**config.mk**
```make
export PLATFORM = sky130hd
export DESIGN_NAME = stream_byte_reassembler_unit
export DESIGN_NICKNAME = d
export VERILOG_FILES = /design/src/design/sbr_pkg.sv /design/src/design/sbr_front.sv /design/src/design/sbr_queue.sv /design/src/design/sbr_back.sv /design/src/design/stream_byte_reassembler_unit.sv
export SDC_FILE = /design/constraint.sdc
export NUM_CORES = 1
export LEC_CHECK = 0
export BUFFER_PORTS_ARGS = -buffer_cell sky130_fd_sc_hd__buf_2
export CORE_ASPECT_RATIO = 0.7
export CORE_MARGIN = 5
export CORE_UTILIZATION = 60
export CTS_CLUSTER_DIAMETER = 150
export DETAILED_ROUTE_END_ITERATION = 10
export PLACE_DENSITY_LB_ADDON = 0.08
export REMOVE_ABC_BUFFERS = 1
export SKIP_LAST_GASP = 1
export SLEW_MARGIN = 25
export SYNTH_ARGS = -nofsm -noshare
export SYNTH_HDL_FRONTEND = slang
export SYNTH_HIERARCHICAL = 1
export SYNTH_SLANG_ARGS = --single-unit
```
**constraint.sdc**
```tcl
create_clock -name clk -period 5.76 [get_ports clk]
set_clock_uncertainty 0.15 [all_clocks]
set_input_delay 1.152 -clock clk [delete_from_list [all_inputs] [get_ports clk]]
set_output_delay 1.152 -clock clk [all_outputs]
set_load 0.02 [all_outputs]
```
**src/design/sbr_pkg.sv**
```systemverilog
// ----------------------------------------------------------------------------
// sbr_pkg
// Shared widths and types of the stream byte reassembler.
// ----------------------------------------------------------------------------
package sbr_pkg;

  localparam int IDX_W  = 32;
  localparam int BYTE_W = 8;
  localparam int FREE_W = 6;
  localparam int PEND_W = 6;
  // An offset that is stored is always below free_space, so it fits in FREE_W bits.
  localparam int OFF_W  = FREE_W;

  // One classified request, passed from the front part to the back part.
  typedef struct packed {
    logic [OFF_W-1:0]  off;
    logic [BYTE_W-1:0] data;
    logic              store;
    logic              seg_last;
    logic              eos;
  } sbr_entry_t;

  // Status that the back part reports to the front part.
  typedef struct packed {
    logic             drain_done;
    logic [IDX_W-1:0] next_index;
  } sbr_status_t;

endpackage

```
**src/design/sbr_front.sv**
```systemverilog
// ----------------------------------------------------------------------------
// sbr_front
// Accepts requests, checks them against the receive window and queues them.
// ----------------------------------------------------------------------------
module sbr_front #(
  parameter int CAPACITY = 32
) (
  input  logic                       clk,
  input  logic                       rst,
  input  logic                       item_valid,
  output logic                       item_stall,
  input  logic [sbr_pkg::IDX_W-1:0]  stream_index,
  input  logic [sbr_pkg::BYTE_W-1:0] data_byte,
  input  logic                       byte_valid,
  input  logic                       segment_last,
  input  logic                       end_of_stream,
  input  logic [sbr_pkg::FREE_W-1:0] free_space,
  input  sbr_pkg::sbr_status_t       status,
  input  logic                       q_full,
  output logic                       push,
  output sbr_pkg::sbr_entry_t        entry
);
  import sbr_pkg::*;

  logic             drain_wait;
  logic [IDX_W:0]   diff;
  logic             behind;
  logic             in_window;

  // The borrow of the subtraction tells a position before next_index.
  assign diff      = {1'b0, stream_index} - {1'b0, status.next_index};
  assign behind    = diff[IDX_W];
  assign in_window = !behind && (diff[IDX_W-1:0] < IDX_W'(CAPACITY))
                     && (diff[IDX_W-1:0] < IDX_W'(free_space));

  // After a segment end the window moves, so nothing more is taken until
  // the back part has finished that drain.
  assign item_stall = q_full || drain_wait;
  assign push       = item_valid && !item_stall;

  always_comb begin
    entry.off      = diff[OFF_W-1:0];
    entry.data     = data_byte;
    entry.store    = byte_valid && in_window;
    entry.seg_last = segment_last;
    entry.eos      = end_of_stream;
  end

  always_ff @(posedge clk) begin
    if (rst) begin
      drain_wait <= 1'b0;
    end else if (push && segment_last) begin
      drain_wait <= 1'b1;
    end else if (status.drain_done) begin
      drain_wait <= 1'b0;
    end
  end

endmodule

```
**src/design/sbr_queue.sv**
```systemverilog
// ----------------------------------------------------------------------------
// sbr_queue
// Two-entry queue that decouples the front part from the back part.
// ----------------------------------------------------------------------------
module sbr_queue (
  input  logic                clk,
  input  logic                rst,
  input  logic                push,
  input  sbr_pkg::sbr_entry_t push_entry,
  output logic                full,
  input  logic                pop,
  output logic                empty,
  output sbr_pkg::sbr_entry_t head_entry
);
  import sbr_pkg::*;

  sbr_entry_t  slots [2];
  logic        wr_ptr;
  logic        rd_ptr;
  logic [1:0]  fill;

  assign full       = (fill == 2'd2);
  assign empty      = (fill == 2'd0);
  assign head_entry = slots[rd_ptr];

  always_ff @(posedge clk) begin
    if (push) begin
      slots[wr_ptr] <= push_entry;
    end
  end

  always_ff @(posedge clk) begin
    if (rst) begin
      wr_ptr <= 1'b0;
      rd_ptr <= 1'b0;
      fill   <= 2'd0;
    end else begin
      if (push) begin
        wr_ptr <= !wr_ptr;
      end
      if (pop) begin
        rd_ptr <= !rd_ptr;
      end
      case ({push, pop})
        2'b10:   fill <= fill + 2'd1;
        2'b01:   fill <= fill - 2'd1;
        default: fill <= fill;
      endcase
    end
  end

endmodule

```
**src/design/sbr_back.sv**
```systemverilog
// ----------------------------------------------------------------------------
// sbr_back
// Stores window bytes and drains the contiguous run at each segment end.
// ----------------------------------------------------------------------------
module sbr_back #(
  parameter int CAPACITY = 32
) (
  input  logic                       clk,
  input  logic                       rst,
  input  logic                       q_empty,
  input  sbr_pkg::sbr_entry_t        q_entry,
  output logic                       pop,
  output sbr_pkg::sbr_status_t       status,
  output logic                       result_valid,
  input  logic                       result_stall,
  output logic [sbr_pkg::BYTE_W-1:0] out_byte,
  output logic                       out_valid,
  output logic                       stream_end,
  output logic [sbr_pkg::PEND_W-1:0] pending_count,
  output logic                       last
);
  import sbr_pkg::*;

  localparam int HW = $clog2(CAPACITY);
  localparam int CW = $clog2(CAPACITY + 1);

  typedef enum logic [4:0] {
    S_IDLE  = 5'b00001,
    S_SCAN  = 5'b00010,
    S_READ  = 5'b00100,
    S_SEND  = 5'b01000,
    S_EMPTY = 5'b10000
  } state_t;

  state_t             state;
  logic [BYTE_W-1:0]  byte_store [CAPACITY];
  logic [BYTE_W-1:0]  rdata;
  logic [CAPACITY-1:0] filled;
  logic [HW-1:0]      head;
  logic [HW-1:0]      scan_ptr;
  logic [CW-1:0]      count;
  logic [CW-1:0]      remain;
  logic [CW-1:0]      unassembled;
  logic [CW-1:0]      pend;
  logic               end_flag;
  logic               eos_r;
  logic [IDX_W-1:0]   next_index;

  logic [HW-1:0]      off_w;
  logic [HW:0]        slot_sum;
  logic [HW-1:0]      store_slot;
  logic               store_en;
  logic               rd_en;
  logic               load;
  logic               scan_hit;
  logic [CW-1:0]      pend_next;

  function automatic logic [HW-1:0] wrap_inc(input logic [HW-1:0] p);
    return (p == HW'(CAPACITY - 1)) ? '0 : p + 1'b1;
  endfunction

  assign off_w      = q_entry.off[HW-1:0];
  assign slot_sum   = {1'b0, head} + {1'b0, off_w};
  assign store_slot = (slot_sum >= (HW+1)'(CAPACITY)) ?
                      HW'(slot_sum - (HW+1)'(CAPACITY)) : slot_sum[HW-1:0];

  assign pop      = (state == S_IDLE) && !q_empty;
  assign store_en = pop && q_entry.store && !filled[store_slot];
  assign load     = (!result_valid || !result_stall) &&
                    ((state == S_SEND) || (state == S_EMPTY));
  assign rd_en    = (state == S_READ) ||
                    ((state == S_SEND) && load && (remain != '0));
  assign scan_hit = (count != CW'(CAPACITY)) && filled[scan_ptr];
  assign pend_next = unassembled - count;

  assign status.next_index = next_index;
  assign status.drain_done = load && ((state == S_EMPTY) || (remain == '0));

  // Byte window memory: one write port, one registered read port.
  always_ff @(posedge clk) begin
    if (store_en) begin
      byte_store[store_slot] <= q_entry.data;
    end
    if (rd_en) begin
      rdata <= byte_store[head];
    end
  end

  always_ff @(posedge clk) begin
    if (rst) begin
      state       <= S_IDLE;
      filled      <= '0;
      head        <= '0;
      scan_ptr    <= '0;
      count       <= '0;
      remain      <= '0;
      unassembled <= '0;
      pend        <= '0;
      end_flag    <= 1'b0;
      eos_r       <= 1'b0;
      next_index  <= '0;
    end else begin
      if (store_en) begin
        filled[store_slot] <= 1'b1;
        unassembled        <= unassembled + 1'b1;
      end
      if (rd_en) begin
        filled[head] <= 1'b0;
        head         <= wrap_inc(head);
        remain       <= remain - 1'b1;
      end
      case (state)
        S_IDLE: begin
          if (pop && q_entry.seg_last) begin
            state    <= S_SCAN;
            scan_ptr <= head;
            count    <= '0;
            eos_r    <= q_entry.eos;
          end
        end
        S_SCAN: begin
          // Count the filled run at the head, one slot per cycle.
          if (scan_hit) begin
            count    <= count + 1'b1;
            scan_ptr <= wrap_inc(scan_ptr);
          end else begin
            unassembled <= pend_next;
            next_index  <= next_index + IDX_W'(count);
            remain      <= count;
            pend        <= pend_next;
            end_flag    <= eos_r && (pend_next == '0);
            state       <= (count == '0) ? S_EMPTY : S_READ;
          end
        end
        S_READ: begin
          state <= S_SEND;
        end
        S_SEND: begin
          if (load && (remain == '0)) begin
            state <= S_IDLE;
          end
        end
        S_EMPTY: begin
          if (load) begin
            state <= S_IDLE;
          end
        end
        default: begin
          state <= S_IDLE;
        end
      endcase
    end
  end

  always_ff @(posedge clk) begin
    if (rst) begin
      result_valid <= 1'b0;
    end else if (load) begin
      result_valid <= 1'b1;
    end else if (!result_stall) begin
      result_valid <= 1'b0;
    end
  end

  always_ff @(posedge clk) begin
    if (load) begin
      out_byte      <= (state == S_SEND) ? rdata : '0;
      out_valid     <= (state == S_SEND);
      stream_end    <= end_flag;
      pending_count <= PEND_W'(pend);
      last          <= (state == S_EMPTY) || (remain == '0);
    end
  end

endmodule

```
**src/design/stream_byte_reassembler_unit.sv**
```systemverilog
// Results: a segment end that drains bytes passes the queue, run scan, store read and
//   send state before its first result; with nothing to drain it gives one empty
//   result. Other requests give no result. Input: non-segment-end requests go in
//   one per cycle while the queue has room; a segment end stalls input until its
//   drain is done (run scan, then one byte per cycle while results are not stalled).
// Reset: synchronous; clears the window marks, indexes and queue; the byte
//   store keeps its contents.
// ----------------------------------------------------------------------------
// stream_byte_reassembler_unit
// Rebuilds an in-order byte stream from bytes that arrive out of order.
// ----------------------------------------------------------------------------
module stream_byte_reassembler_unit #(
  parameter int CAPACITY = 32
) (
  input  logic                       clk,
  input  logic                       rst,
  input  logic                       item_valid,
  output logic                       item_stall,
  input  logic [sbr_pkg::IDX_W-1:0]  stream_index,
  input  logic [sbr_pkg::BYTE_W-1:0] data_byte,
  input  logic                       byte_valid,
  input  logic                       segment_last,
  input  logic                       end_of_stream,
  input  logic [sbr_pkg::FREE_W-1:0] free_space,
  output logic                       result_valid,
  input  logic                       result_stall,
  output logic [sbr_pkg::BYTE_W-1:0] out_byte,
  output logic                       out_valid,
  output logic                       stream_end,
  output logic [sbr_pkg::PEND_W-1:0] pending_count,
  output logic                       last
);
  import sbr_pkg::*;

  sbr_status_t status;
  sbr_entry_t  push_entry;
  sbr_entry_t  head_entry;
  logic        push;
  logic        pop;
  logic        q_full;
  logic        q_empty;

  sbr_front #(.CAPACITY(CAPACITY)) u_front (
    .clk           (clk),
    .rst           (rst),
    .item_valid    (item_valid),
    .item_stall    (item_stall),
    .stream_index  (stream_index),
    .data_byte     (data_byte),
    .byte_valid    (byte_valid),
    .segment_last  (segment_last),
    .end_of_stream (end_of_stream),
    .free_space    (free_space),
    .status        (status),
    .q_full        (q_full),
    .push          (push),
    .entry         (push_entry)
  );

  sbr_queue u_queue (
    .clk        (clk),
    .rst        (rst),
    .push       (push),
    .push_entry (push_entry),
    .full       (q_full),
    .pop        (pop),
    .empty      (q_empty),
    .head_entry (head_entry)
  );

  sbr_back #(.CAPACITY(CAPACITY)) u_back (
    .clk           (clk),
    .rst           (rst),
    .q_empty       (q_empty),
    .q_entry       (head_entry),
    .pop           (pop),
    .status        (status),
    .result_valid  (result_valid),
    .result_stall  (result_stall),
    .out_byte      (out_byte),
    .out_valid     (out_valid),
    .stream_end    (stream_end),
    .pending_count (pending_count),
    .last          (last)
  );

endmodule

```
==> metrics, run 1 <==
Clock Sinks 425; RSZ-0062 raised after global routing false; port bufs 71; CTS tree built; Worst Path Required 5.79 ns; slack of the critical path 0.982 ns; gr ovfl total 0; # fillers 2446; VDD IR max 0.266 mV; Inst Count DP 2067; CTS max path bufs 3; IO Pins 72; reg2reg path depth 11; DRC 0; via/cell ratio 6.53; worst path arrival time 4.80 ns; cell count after synthesis 1610; die area 0.0379 mm2; Final Non-Filler Cells 2139; gr usage total 28.0%; Iter 0 DRT Violations 1631; Nets 1796; Startpoint Class register; cts hold-fix bufs 0; Leakage 7.46 nW; fin. max-slew vios 0; Final min period 4.78 ns; CP endpoint kind register; endpoints failing hold 0; initial core utilization 60.8%; worst skew pair latency 0.55 ns; DR pass1 iterations 5; fmax 209 MHz; initial antenna violation count 2; FP Rows 56; synth-to-layout area growth 10.9%; global-route wire length before repair 81300 um; syn avg cell area 12.7 um2; WL/cell 24.3 um; Post-Syn Area 0.0204 mm2; core area 0.0336 mm2; placed cell area 0.0214 mm2; final setup violation count 0; pre-CTS setup slack 0.558 ns; Gates resized, CTS repair 0; Die X 230 um; worst-margin pin slew 1.06 ns; GPL Wtd Cong 0.943; PwrDens 320 mW/mm2; root buf cell clkbuf_16; HP Class register to register; H-tree Lvls 2; clk slew on worst S/H paths 0.06 ns; total power 0.00724 W; slew margin rel. 29.4%; synth warn 6; Crit Path Max Fanout 8; largest net degree at the start of global routing 68; Post-DP HPWL 36200 um; outcome completed; height of the die 164 um; area of the multi-input gates 0.00826 mm2; final instance area 0.0226 mm2; Sequential Area 0.0116 mm2; Setup Buffers After CTS 0; Max Cap Viol 0; post-route setup TNS 0 ns; hold path cells 0; vias 13976; number of global-route vias before repair 13657; worst setup path class register to register; Num CTS Buffers 40; Antenna Nets Post-Route 0; share of cells above drive strength 1 19.1%; Total Wirelength 52000 um; Final Cycle Share 82.9%
## worst paths after layout
check	startpoint	endpoint	slack, ns
worst max-delay path	register	u_back/byte_store[24][5]	0.98
worst min-delay path	u_back/end_flag	u_back/stream_end	0.28
worst max register to register	register	u_back/byte_store[24][5]	0.98
worst min register to register	u_back/end_flag	u_back/stream_end	0.28
## worst max-delay path, stage by stage, from the launching register on
cell and delay (ns):
dfxtp_1 0.55, mux2_2 0.24, ha_1 0.16, inv_1 0.05
fa_1 0.43, xnor2_1 0.66, mux4_1 0.65, mux2i_1 0.16
mux2i_1 0.14, a211oi_1 0.36, nand3_1 0.23, nor2_1 0.63
## power breakdown
part | switching [W] | leakage (nW) | internal, W
clock | 0.00110 | 0.575 | 0.00128
combinational | 0.000834 | 3.17 | 0.000381
sequential | 0.000103 | 3.71 | 0.00354
## cells in the final DEF (no fill, tap or decap), types with 12 or more instances in the layout
master       n
nand4_1     30
and2_1      18
a21o_1      16
nor4_2      26
buf_4       52
xnor2_1     23
a22oi_1     34
nand2b_1    14
nand2_1     84
a21oi_1    137
or3_1       34
clkinv_1    12
edfxtp_1   313
ha_1        65
xor2_1      14
o21ai_0     51
mux2_2      21
buf_2       70
a211oi_1    19
nor3_1      18
nor2_1      73
mux2i_1     15
dfxtp_1    110
inv_1       70
and3_1      12
o21a_1      39
o211ai_1    13
mux4_2      75
nand3_1     31
clkbuf_16   40
## stage by stage
step / hold slack, ns / util, %
after floorplan: 0.258 / -
after global placement: 0.268 / 63.9
after detailed placement: 0.267 / 63.9
after CTS: 0.282 / 67.3
after global routing: 0.296 / 67.4
final: 0.284 / 67.4
## layer usage
| metal | track usage, % | share of wire [%] | vias to the layer above |
|---|---|---|---|
| met3 | 7.55 | 11 | 69 |
| met1 | 44.2 | 46 | 6916 |
| met2 | 39.6 | 42 | 632 |
| li1 | - | - | 6357 |
| met4 | 5.38 | 1.7 | 2 |
| met5 | 0 | 0.025 | - |
## flip-flops by register name, summed over array words and instances (netlist names), 2 cells and up, named ones only
signal and count:
u_back/rdata 8, u_queue/slots 32, u_back/pending_count 6, u_back/byte_store 256, u_back/pend 6, u_back/out_byte 8, u_back/unassembled 6, u_back/next_index 32
u_queue/fill 2, u_back/scan_ptr 5, u_back/head 5, u_back/remain 6, u_back/count 6, u_back/filled 32, u_back/state 5
## layout make-up
class / count / share of cell area, %
Antenna cell: 1 / 0.0111
Clock buffer: 48 / 4.56
Timing Repair Buffer: 122 / 3.27
Sequential cell: 425 / 51.5
Tap cell: 435 / 2.41
Multi-Input combinational cell: 1012 / 36.5
Inverter: 73 / 1.21
Clock inverter: 23 / 0.548
Power figures use the tool's default switching activity.
==> run 2: changes to the inputs <==
CORE_UTILIZATION = 56   (was 60)
clock period = 4.17 ns   (was 5.76 ns; I/O delays follow)
==> run 2 against run 1 <==
Routed wire length grew 0.45%; clock power grew 53%; global-route usage decreased by 2.5 points; count of clock-buffer cells in the layout increased by 5; hold slack got worse by 0.0078 ns; maximum frequency is 19% higher; largest cell class unchanged; highest routed layer unchanged.
==> metrics, run 2 (synthesized netlist as in run 1, its figures left out) <==
outcome completed; Final Non-Filler Cells 2247 (+5.0%); Sequential Area 0.0116 mm2 (about the same); most frequent cells in the layout edfxtp_1, a21oi_1, buf_4; number of global-route vias before repair 13490 (-1.2%); core area 0.0359 mm2 (+7.0%); Crit-path slowest cell mux4_1; Top reg by flops u_back/byte_store; Num CTS Buffers 40 (unchanged); Crit Path Max Fanout 26 (+18); Worst Path Required 4.27 ns (-1.52 ns); final setup violation count 0 (unchanged); fin. max-slew vios 0 (unchanged); clk slew on worst S/H paths 0.06 ns (about the same); slew margin rel. 26.7% (-2.7 points); CP endpoint kind register; met1 Track Usage GR 40.6% (-3.7 points); Final min period 4.03 ns (-0.747 ns); # fillers 2703 (+11%); Post-DP HPWL 36700 um (+1.3%); post-route setup TNS 0 ns (unchanged); root buf cell clkbuf_16; met3 global-route usage 6.68% (-0.87 points); Nets 1859 (+3.5%); final instance area 0.0234 mm2 (+3.4%); H-tree Lvls 2 (unchanged); IO Pins 72 (unchanged); Max Cap Viol 0 (unchanged); WHS 0.276 ns (-0.00780 ns); Inst Count DP 2174 (+5.2%); worst path arrival time 4.13 ns (-0.67 ns); commonest non-fill, non-tap cell in the layout edfxtp_1; worst setup path class register to register; placed cell area 0.0220 mm2 (+2.6%); gr ovfl total 0 (unchanged); share of cells above drive strength 1 22.9% (+3.8 points); worst-margin pin slew 1.10 ns (+0.0371 ns); die area 0.0404 mm2 (+6.8%); Startpoint Class register; initial antenna violation count 2 (unchanged); VDD IR max 0.363 mV (+36%); via/cell ratio 6.30 (-3.6%); fmax 248 MHz (+19%); PwrDens 447 mW/mm2 (+40%); synth-to-layout area growth 14.7%; GRT busiest layer met1; CTS max path bufs 3 (unchanged); port bufs 71 (unchanged); GPL Wtd Cong 0.919 (-2.5%); crit-path cells mux2_2 -> ha_1 -> inv_1 -> fa_2 -> xnor2_1 -> buf_4 -> mux4_1 -> mux2i_1 -> mux2i_1 -> a211o_1 -> buf_12 -> nor4_4 -> buf_4; max FFs per register 256 (unchanged); initial core utilization 56.8% (-4.0 points); RSZ-0062 raised after global routing true; Clock Sinks 425 (unchanged); Die X 238 um (+3.4%); Iter 0 DRT Violations 1267 (-22%); height of the die 170 um (+3.3%); area of the multi-input gates 0.00833 mm2 (+0.85%); CP max stage delay 0.57 ns (-0.09 ns); global-route wire length before repair 80200 um (-1.3%); antenna cells 0 (-1); grt met2 use 36.0% (-3.6 points); Final Cycle Share 96.7% (+14 points); FP Rows 58 (+3.6%); WL/cell 23.3 um (-4.4%); CTS tree built; Post-Route Utilization 65.1% (-2.3 points); Leakage 7.88 nW (+5.6%); DRC 0 (unchanged); Total Wirelength 52300 um (+0.45%); worst skew pair latency 0.55 ns (about the same); vias 14148 (+1.2%); Antenna Nets Post-Route 0 (unchanged); gr usage total 25.5% (-2.5 points); endpoints failing hold 0 (unchanged); largest net degree at the start of global routing 44 (-35%); HP Class register to register; DR pass1 iterations 5 (unchanged)
## run 2: area by class of cell
cell class                      count  share of cell area [%]
Sequential cell                   425                    49.8
Multi-Input combinational cell   1012                    35.6
Timing Repair Buffer              185                    5.24
Clock buffer                       53                    4.86
Tap cell                          480                    2.57
Inverter                           73                    1.17
Clock inverter                     19                   0.759
## run 2: metal layers
layer,vias up,share of wire (%)
li1,6474,-
met3,57,9.0
met4,4,1.3
met1,7106,47
met5,-,0.065
met2,507,43
## run 2: worst max-delay path: cells and delay by family, from the launching register on
family	cells	cell delay, ns
AOI/OAI and AO/OA	1	0.36
xor gates and xnor gates	1	0.12
adders and majority gates	2	0.44
buffers and inverters	4	0.70
DFF	1	0.39
muxes	4	1.25
and+or+nand+nor	1	0.31
## run 2: repair_timing
item	CTS	global route
hold buffers	0	0
endpoints found under the hold margin	0	0
endpoints found under the setup margin	0	231
resized for setup	0	12
setup buffers	0	1
## run 2: path summary, 6_finish.rpt
kind | from | end | slack [ns] | cells past startpoint
setup reg to reg | register | u_back/byte_store[7][4] | 0.14 | 13
hold reg to reg | u_back/pend[5] | u_back/pending_count[5] | 0.28 | 0
hold / removal | u_back/pend[5] | u_back/pending_count[5] | 0.28 | 0
setup / recovery | register | u_back/byte_store[7][4] | 0.14 | 13
## run 2: where the power goes
part	internal [W]	switching (W)
Sequential	0.00489	0.000136
Combinational	0.000597	0.00118
Clock	0.00211	0.00155
Total	0.00760	0.00287
## run 2: through the flow
stage / setup WS, ns / total power (W)
final: 0.139 / 0.0105
after global routing: -0.00177 / 0.0109
after CTS: 0.000986 / 0.0105
after detailed placement: -0.511 / 0.00683
after global placement: -0.492 / 0.00679
after floorplan: -3.33 / 0.00611
==> run 3: changes to the inputs <==
CORE_MARGIN = 3   (was 5)
SLEW_MARGIN = unset   (was 25)
==> run 3 against run 2 <==
Hold slack gained 0.0039 ns; non-clock buffer count is 16 lower; sequential power is essentially flat; maximum frequency grew 1.4%; cell area down 0.73%; total power down 0.26%; combinational power about the same; highest routed layer is now met4; cell count is 1.1% lower; via count grew 0.62%; count of clock-buffer cells in the layout fell by 8; critical path depth unchanged.
==> metrics, run 3 (synthesized netlist as in run 1, its figures left out) <==
Iter 0 DRT Violations 1296 (+2.3%); vias 14236 (+0.62%); IO Pins 72 (unchanged); hold path cells 0 (unchanged); Total Wirelength 52800 um (+1.0%); worst reg2reg endpoint u_back/byte_store[6][5]; share of cells above drive strength 1 22.4% (-0.48 points); CTS tree built; commonest non-fill, non-tap cell in the layout edfxtp_1; clk slew on worst S/H paths 0.06 ns (about the same); worst skew pair latency 0.56 ns (about the same); die area 0.0388 mm2 (-4.0%); VDD IR max 0.393 mV (+8.2%); Post-DP HPWL 36700 um (about the same); largest net degree at the start of global routing 64 (+45%); Final Non-Filler Cells 2223 (-1.1%); most frequent cells in the layout edfxtp_1, a21oi_1, dfxtp_1; DR pass1 iterations 6 (+1); outcome completed; gr ovfl total 0 (unchanged); fin. max-slew vios 0 (unchanged); Max Cap Viol 0 (unchanged); Leakage 7.77 nW (-1.4%); reg2reg path depth 13 (unchanged); DRC 0 (unchanged); crit-path cells mux2_2 -> ha_1 -> inv_1 -> fa_2 -> xnor2_1 -> buf_4 -> mux4_1 -> mux2i_1 -> mux2i_1 -> a211o_1 -> buf_12 -> nor4_2 -> buf_4; Final Cycle Share 95.3% (-1.3 points); Num CTS Buffers 40 (unchanged); max FFs per register 256 (unchanged); Crit-path slowest cell mux4_1; fmax 252 MHz (+1.4%); worst path arrival time 4.08 ns (-0.05 ns); endpoints failing hold 0 (unchanged); Clock Sinks 425 (unchanged); Top reg by flops u_back/byte_store; slew margin rel. 26.1% (-0.63 points); CP max stage delay 0.55 ns (-0.02 ns); Worst Path Required 4.28 ns (about the same); Crit Path Max Fanout 26 (unchanged); global-route wire length before repair 81500 um (+1.7%); CP endpoint kind register; Final min period 3.98 ns (-0.0549 ns); GPL Wtd Cong 0.914 (-0.64%); Comb power frac 17.0% (about the same); worst setup path class register to register; Switching Share 28.0% (+0.54 points); Net Sw Power 0.00292 W (+1.7%); final instance area 0.0232 mm2 (-0.73%); placed cell area 0.0219 mm2 (-0.63%); height of the die 166 um (-2.4%); CTS max path bufs 3 (unchanged); Nets 1843 (-0.86%); hold endpoint u_back/pending_count[1]; port bufs 71 (unchanged); worst-margin pin slew 1.11 ns (+0.00940 ns); cts hold-fix bufs 0 (unchanged); HP Class register to register; initial core utilization 57.8% (+1.0 points); final setup violation count 0 (unchanged); Startpoint Class register; number of global-route vias before repair 13530 (+0.30%); WHS 0.280 ns (+0.00389 ns); Die X 234 um (-1.7%); initial antenna violation count 0 (-2); Hold Crit Start u_back/pend[1]; Inst Count DP 2149 (-1.1%); FP Rows 57 (-1.7%); root buf cell clkbuf_16; gr usage total 27.3% (+1.8 points); Seq pwr share 48.1% (about the same); WL/cell 23.8 um (+2.1%); antenna cells 0 (unchanged); R2R setup slack 0.19 ns (+0.05 ns); core area 0.0353 mm2 (-1.7%); PwrDens 450 mW/mm2 (+0.48%); H-tree Lvls 2 (unchanged); Internal 0.00752 W (-1.0%); Antenna Nets Post-Route 0 (unchanged); synth-to-layout area growth 13.8%; via/cell ratio 6.40 (+1.7%); Clock Power Share 34.9% (about the same)
run 3: per-stage QoR:
stage	TNS, ns	util [%]	setup WS, ns	total power, W
global route	-0.00363	65.8	-0.00218	0.0109
detailed placement	-1.03	61.9	-0.517	0.00683
finish	0	65.8	0.194	0.0104
CTS	0	65.6	0.0166	0.0105
global placement	-0.997	61.9	-0.499	0.00679
floorplan	-932.79	-	-3.33	0.00611
run 3: what timing repair did:
item,4_1_cts,5_1_grt
setup buffers,0,2
endpoints found under the setup margin,0,279
gates resized for setup,0,12
run 3: layout make-up:
class | instances | area [um2]
Inverter | 73 | 274
Fill cell | 2612 | 12100
Sequential cell | 425 | 11700
Clock buffer | 45 | 1020
Tap cell | 472 | 591
Multi-Input combinational cell | 1012 | 8310
Timing Repair Buffer | 169 | 1110
Clock inverter | 27 | 277
run 3: worst max-delay path by stage:
| stage | to | slack, ns |
|---|---|---|
| after global placement | u_queue/slots[0][2] | -0.50 |
| after detailed placement | u_queue/slots[0][2] | -0.52 |
| final | u_back/byte_store[6][5] | 0.19 |
| after CTS | u_back/byte_store[8][1] | 0.02 |
| after global routing | u_queue/slots[1][2] | -0.002 |
| after floorplan | u_back/byte_store[16][0] | -3.33 |
run 3: layer usage:
layer / wire (um) / vias to the layer above / global-route usage, %
met4: 610 / 0 / 4.15
met1: 24800 / 7145 / 44.9
li1: - / 6450 / -
met2: 22300 / 585 / 37.7
met3: 5070 / 56 / 6.18
met5: 0 / - / 0
run 3: power by group through the flow:
stage                     Sequential (W)  Combinational, W  Clock [W]
after floorplan                  0.00507           0.00104          0
after global placement           0.00511           0.00168          0
after detailed placement         0.00511           0.00172          0
after CTS                        0.00502           0.00173    0.00371
after global routing             0.00505           0.00193    0.00390
final                            0.00503           0.00177    0.00364
run 3: worst max-delay path: cells and delay by family (launching register included):
| family | cells | cell delay (ns) |
|---|---|---|
| xor gates and xnor gates | 1 | 0.12 |
| AOI/OAI and AO/OA | 1 | 0.33 |
| muxes | 4 | 1.24 |
| DFF | 1 | 0.38 |
| buffers and inverters | 4 | 0.70 |
| adders and majority gates | 2 | 0.44 |
| and+or+nand+nor | 1 | 0.31 |
